===== src/hdl/sba_pkg.sv =====
package sba_pkg;

  // Field widths of the request and response transactions.
  localparam int CMD_W    = 1;
  localparam int VSIZE_W  = 11;
  localparam int OFF_W    = 32;
  localparam int FCLS_W   = 6;
  localparam int STATUS_W = 3;
  localparam int BLK_W    = 6;
  localparam int PIDX_W   = 4;

  // Configuration port geometry.
  localparam int APB_AW = 3;
  localparam int APB_DW = 32;

  // Largest value length accepted and largest block count granted.
  localparam int MAX_VALUE  = 1024;
  localparam int MAX_BLOCKS = 63;

  // Classes examined per cycle by the free-list search.
  localparam int SCAN_LANES = 8;
  localparam int LANE_W     = 3;

  // Default configuration of the allocator.
  localparam int DEF_BLOCK_BYTES   = 32;
  localparam int DEF_HEADER_BYTES  = 22;
  localparam int DEF_SIZE_CLASSES  = 64;
  localparam int DEF_LIST_DEPTH    = 1024;
  localparam int DEF_REGION_BLOCKS = 1048576;

  // Request codes.
  localparam logic [CMD_W-1:0] CMD_ALLOC = 1'b0;
  localparam logic [CMD_W-1:0] CMD_FREE  = 1'b1;

  // Response status codes.
  localparam logic [STATUS_W-1:0] ST_LOG     = 3'd0;
  localparam logic [STATUS_W-1:0] ST_LIST    = 3'd1;
  localparam logic [STATUS_W-1:0] ST_NOSPACE = 3'd2;
  localparam logic [STATUS_W-1:0] ST_FREED   = 3'd3;
  localparam logic [STATUS_W-1:0] ST_FULL    = 3'd4;

  // Commands from the controller to the datapath.
  typedef struct packed {
    logic load;
    logic free_commit;
    logic nospace;
    logic log_grant;
    logic scan_start;
    logic scan_step;
    logic pop_count;
    logic list_result;
    logic out_load;
  } sba_cmd_t;

  // Status from the datapath to the controller.
  typedef struct packed {
    logic is_free;
    logic oversize;
    logic log_fits;
    logic scan_hit;
    logic scan_done;
    logic out_free;
  } sba_stat_t;

endpackage


===== src/hdl/sba_ctrl.sv =====
module sba_ctrl (
  input  logic               clk,
  input  logic               rst_n,
  input  logic               in_valid_i,
  output logic               in_ready_o,
  input  sba_pkg::sba_stat_t stat_i,
  output sba_pkg::sba_cmd_t  cmd_o
);
  import sba_pkg::*;

  typedef enum logic [2:0] {
    S_IDLE,
    S_DECODE,
    S_FREE_WR,
    S_ALLOC_CHK,
    S_SCAN,
    S_POP_CNT,
    S_POP_RD,
    S_OUT
  } state_t;

  state_t state_r, state_nxt;

  assign in_ready_o = (state_r == S_IDLE);

  // Command decode and next state.
  always_comb begin
    cmd_o     = '0;
    state_nxt = state_r;
    unique case (state_r)
      S_IDLE: begin
        if (in_valid_i) begin
          cmd_o.load = 1'b1;
          state_nxt  = S_DECODE;
        end
      end
      // Block count is computed and the class count is read here.
      S_DECODE: begin
        state_nxt = stat_i.is_free ? S_FREE_WR : S_ALLOC_CHK;
      end
      S_FREE_WR: begin
        cmd_o.free_commit = 1'b1;
        state_nxt         = S_OUT;
      end
      S_ALLOC_CHK: begin
        priority if (stat_i.oversize) begin
          cmd_o.nospace = 1'b1;
          state_nxt     = S_OUT;
        end else if (stat_i.log_fits) begin
          cmd_o.log_grant = 1'b1;
          state_nxt       = S_OUT;
        end else begin
          cmd_o.scan_start = 1'b1;
          state_nxt        = S_SCAN;
        end
      end
      S_SCAN: begin
        cmd_o.scan_step = 1'b1;
        priority if (stat_i.scan_hit) begin
          state_nxt = S_POP_CNT;
        end else if (stat_i.scan_done) begin
          cmd_o.nospace = 1'b1;
          state_nxt     = S_OUT;
        end else begin
          state_nxt = S_SCAN;
        end
      end
      S_POP_CNT: begin
        cmd_o.pop_count = 1'b1;
        state_nxt       = S_POP_RD;
      end
      S_POP_RD: begin
        cmd_o.list_result = 1'b1;
        state_nxt         = S_OUT;
      end
      // Wait for the response register to drain.
      S_OUT: begin
        if (stat_i.out_free) begin
          cmd_o.out_load = 1'b1;
          state_nxt      = S_IDLE;
        end
      end
      default: begin
        state_nxt = S_IDLE;
      end
    endcase
  end

  always_ff @(posedge clk) begin
    if (!rst_n) begin
      state_r <= S_IDLE;
    end else begin
      state_r <= state_nxt;
    end
  end

endmodule


===== config.mk =====
export PLATFORM = sky130hd
export DESIGN_NAME = sba_ctrl
export DESIGN_NICKNAME = d
export VERILOG_FILES = /design/src/hdl/sba_pkg.sv /design/src/hdl/sba_ctrl.sv
export SDC_FILE = /design/constraint.sdc
export NUM_CORES = 1
export LEC_CHECK = 0
export BUFFER_PORTS_ARGS = -buffer_cell sky130_fd_sc_hd__buf_2
export CORE_AREA = 2 2 39 41
export DETAILED_ROUTE_END_ITERATION = 12
export DIE_AREA = 0 0 41 43
export PLACE_DENSITY = 0.41
export SLEW_MARGIN = 20
export SYNTH_ARGS = -nofsm -noshare
export SYNTH_HDL_FRONTEND = slang
export SYNTH_SLANG_ARGS = --single-unit

===== constraint.sdc =====
create_clock -name clk -period 1.5 [get_ports clk]
set_input_delay 0.075 -clock clk [delete_from_list [all_inputs] [get_ports clk]]
set_output_delay 0.075 -clock clk [all_outputs]
set_load 0.01 [all_outputs]

==> metrics.txt <==
# TYPE chip_impl_metric gauge
chip_impl_info{name="outcome",value="finished clean"} 1
chip_impl_metric{name="core_utilization_of_the_finished_layout",unit="%"} 27.0
chip_impl_metric{name="antenna_violations_before_repair",unit=""} 0
chip_impl_metric{name="final_max_slew_viol_count",unit=""} 0
chip_impl_metric{name="floorplan.die.width",unit="microns"} 41
chip_impl_metric{name="routabilityCongestion",unit=""} 0.671
chip_impl_metric{name="synth.cell_area",unit="sq um"} 254
chip_impl_info{name="yosys.area.top_type",value="sky130_fd_sc_hd__dfxtp_1"} 1
chip_impl_metric{name="grt_first_pass_wirelength",unit="microns"} 945
chip_impl_metric{name="worst_setup_hold_path_clk_slew",unit="ns"} 0.04
chip_impl_metric{name="post-route-drc-count",unit=""} 0
chip_impl_info{name="min-delay-path-class",value="input port to register"} 1
chip_impl_metric{name="postLayoutSetupSlackWorst",unit="ns"} 0.161
chip_impl_metric{name="leakagePower",unit="nW"} 0.204
chip_impl_info{name="clock-root-buffer",value="sky130_fd_sc_hd__clkbuf_4"} 1
chip_impl_metric{name="finalSetupTns",unit="ns"} 0
chip_impl_metric{name="synth_edf_count",unit=""} 0
chip_impl_metric{name="synth-seq-area-share",unit="%"} 23.6
chip_impl_metric{name="powerDensity",unit="nW/um^2"} 1040
chip_impl_metric{name="buffers_added_on_ports",unit=""} 18
chip_impl_metric{name="critPathMaxFanout",unit=""} 9
chip_impl_metric{name="placement_rows",unit=""} 14
chip_impl_metric{name="fp.dieH",unit="microns"} 43
chip_impl_metric{name="drtAntennaViolNets",unit=""} 0
chip_impl_metric{name="crit_required",unit="ns"} 1.42
chip_impl_metric{name="largest_register_ffs",unit=""} 3
chip_impl_metric{name="seqCellArea",unit="sq um"} 62.6
chip_impl_info{name="regMostFlops",value="state_r"} 1
chip_impl_metric{name="final.hold.worst_slack",unit="ns"} 0.0828
chip_impl_metric{name="hpwlAfterDp",unit="microns"} 535
chip_impl_metric{name="gr-total-overflow",unit=""} 0
chip_impl_metric{name="ios",unit=""} 19
chip_impl_info{name="worstSetupStartpointType",value="register"} 1
chip_impl_info{name="post_synth_most_frequent_cells",value="sky130_fd_sc_hd__nor2_1 (4), sky130_fd_sc_hd__dfxtp_1 (3), sky130_fd_sc_hd__nand2_1 (3)"} 1
chip_impl_metric{name="synthesis.yosys.warnings",unit=""} 0
chip_impl_metric{name="clock.fmax",unit="MHz"} 747
chip_impl_metric{name="post-route-min-period",unit="ns"} 1.34
chip_impl_info{name="path_class",value="register to output port"} 1
chip_impl_metric{name="dpl-instance-area",unit="sq um"} 345
chip_impl_info{name="largest_registers",value="state_r x3"} 1
chip_impl_metric{name="syn_inst",unit=""} 34
chip_impl_metric{name="yosysTopAreaCellShare",unit="%"} 23.6
chip_impl_metric{name="grt_usage",unit="%"} 8.02
chip_impl_metric{name="multi_input_comb_area",unit="sq um"} 160
chip_impl_metric{name="detailedPlace.worstSlack",unit="ns"} 0.217
chip_impl_metric{name="synthArstFlopShare",unit="%"} 0
chip_impl_metric{name="die-area",unit="sq um"} 1760
chip_impl_info{name="rsz0062_at_grt",value="false"} 1
chip_impl_metric{name="clock-skew-final",unit="ns"} 0.00406
chip_impl_metric{name="hold_violations",unit=""} 0
chip_impl_metric{name="areaGrowthSynthToFinish",unit="%"} 47.3
chip_impl_info{name="clock_tree_from_tritoncts",value="done"} 1
chip_impl_metric{name="finish.net_count",unit=""} 64
chip_impl_metric{name="share_of_final_layout_standard_cells_stronger_than_drive_strength_1",unit="%"} 50.0
chip_impl_metric{name="report.final.setup_viol",unit=""} 0
chip_impl_metric{name="min_period_over_period",unit="%"} 89.3
chip_impl_metric{name="worst_slew_margin_rel",unit="%"} 77.6
chip_impl_metric{name="seq_cells_post_synth",unit=""} 3
chip_impl_metric{name="first_iter_violations",unit=""} 0
chip_impl_info{name="crit_chain",value="buf_4, nor3_1, and2_1, buf_2"} 1
chip_impl_metric{name="clock_tree.buffer_depth",unit=""} 2
chip_impl_metric{name="power.ir.vdd_worst",unit="V"} 0.000252
chip_impl_metric{name="routed_wirelength",unit="microns"} 648
chip_impl_metric{name="synth_fp_nets",unit=""} 43
chip_impl_info{name="timing.critical_path.slowest_stage_cell",value="sky130_fd_sc_hd__dfxtp_1"} 1
chip_impl_metric{name="filler_cell_count_in_the_final_layout",unit=""} 164
chip_impl_metric{name="worstPathArrival",unit="ns"} 1.26
chip_impl_metric{name="vias_per_cell",unit=""} 4.31
chip_impl_metric{name="diodes",unit=""} 0
chip_impl_metric{name="post_drt_wl_per_cell",unit="microns"} 9.26
chip_impl_metric{name="worst_path_largest_cell_delay",unit="ns"} 0.37
chip_impl_metric{name="clock_insertion_delay_at_the_later_pin_of_the_skew_report",unit="ns"} 0.23
chip_impl_metric{name="tritoncts_num_sinks",unit=""} 3
chip_impl_metric{name="vias",unit=""} 302
chip_impl_metric{name="coreArea",unit="sq um"} 1380
chip_impl_metric{name="synth_area_per_cell",unit="sq um"} 7.47
chip_impl_metric{name="cts_bufs_inserted",unit=""} 3
chip_impl_metric{name="post_synth_num_cell_types",unit=""} 22
chip_impl_metric{name="max_cap_viol_count",unit=""} 0
chip_impl_metric{name="number_of_global_route_vias_before_repair",unit=""} 247
chip_impl_info{name="post-synth-top-count-cell",value="sky130_fd_sc_hd__nor2_1"} 1
chip_impl_metric{name="cts_max_level",unit=""} 1
chip_impl_metric{name="drtPass1Iterations",unit=""} 1
chip_impl_metric{name="effective_utilization_at_floorplan",unit="%"} 18.4
chip_impl_info{name="critPathCaptureType",value="output port"} 1
chip_impl_metric{name="finish.instance_area",unit="sq um"} 374
chip_impl_metric{name="pin_count_of_the_biggest_net_entering_global_routing",unit=""} 11
chip_impl_metric{name="worst_slew_pin_slew",unit="ns"} 0.332
chip_impl_info{name="yosys-top-cells-area",value="sky130_fd_sc_hd__dfxtp_1 (24%), sky130_fd_sc_hd__buf_4 (5.9%), sky130_fd_sc_hd__nor2_1 (5.9%), sky130_fd_sc_hd__o21a_1 (5.9%), sky130_fd_sc_hd__a32o_2 (4.4%)"} 1
chip_impl_info{name="dominantRegCellSynth",value="sky130_fd_sc_hd__dfxtp_1"} 1
==> report_power, final <==
group          leakage (nW)  switching (mW)  internal [mW]
registers            0.0255          0.0273         0.0956
logic                 0.163          0.0601         0.0645
clock network        0.0150          0.0411         0.0997
==> layer usage <==
| metal | GRT usage, % | vias to the layer above | share of wire [%] |
|---|---|---|---|
| met5 | 0 | - | 0 |
| met4 | 6.00 | 0 | 0 |
| met3 | 1.57 | 0 | 8.0 |
| met2 | 11.3 | 11 | 44 |
| met1 | 10.3 | 128 | 48 |
| li1 | - | 163 | - |
==> cell families after synthesis <==
kind of cell    Yosys count  share of synthesized area (%)
compound gates            8                           23.2
buf+inv                   5                           13.3
flops                     3                           23.6
simple gates             18                           39.9
==> stage by stage <==
stage | cells | total power [mW]
after global routing | 70 | 0.422
after detailed placement | 66 | 0.249
after floorplan | 34 | 0.214
after global placement | 66 | 0.252
after CTS | 70 | 0.397
final | 70 | 0.388
==> cell type report <==
cell class	count	share of cell area (%)
clock buffer	4	7.02
inverter	2	2.01
multi-input combinational	26	42.8
sequential	3	16.7
tap	16	5.35
timing repair buffer	19	26.1
==> worst max-delay path, delay by kind of cell, from the launching register on <==
family / cells / cell delay [ns]
flip-flops: 1 / 0.37
buffers and inverters: 2 / 0.30
AND/OR/NAND/NOR: 2 / 0.37
==> cells in the final DEF, fill, tap and decap left out, drive strengths merged <==
cell	instances
dfxtp	3
o311ai	1
inv	2
o221ai	1
nand2	3
o21ai	2
o21a	2
and2	2
nor3	2
nand2b	1
a21oi	1
nor3b	1
and3	1
nor4b	1
nor4	1
and3b	1
a32o	1
clkbuf	4
buf	19
nor2	5
==> path summary, 6_finish.rpt <==
kind | startpoint | end | slack [ns] | cells past startpoint
worst max-delay path | state_r[2] | cmd_o[8] | 0.16 | 4
worst min-delay path | rst_n | state_r[1] | 0.08 | 2
worst max register to register | state_r[2] | state_r[0] | 0.28 | 3
worst min register to register | state_r[1] | state_r[2] | 0.62 | 2
==> timing repair <==
item,4_1_cts,5_1_grt
buffers inserted,0,0
endpoints found under the setup margin,0,2
resized for setup,0,2
hold buffers,0,0
(Power assumes the default switching activity.)
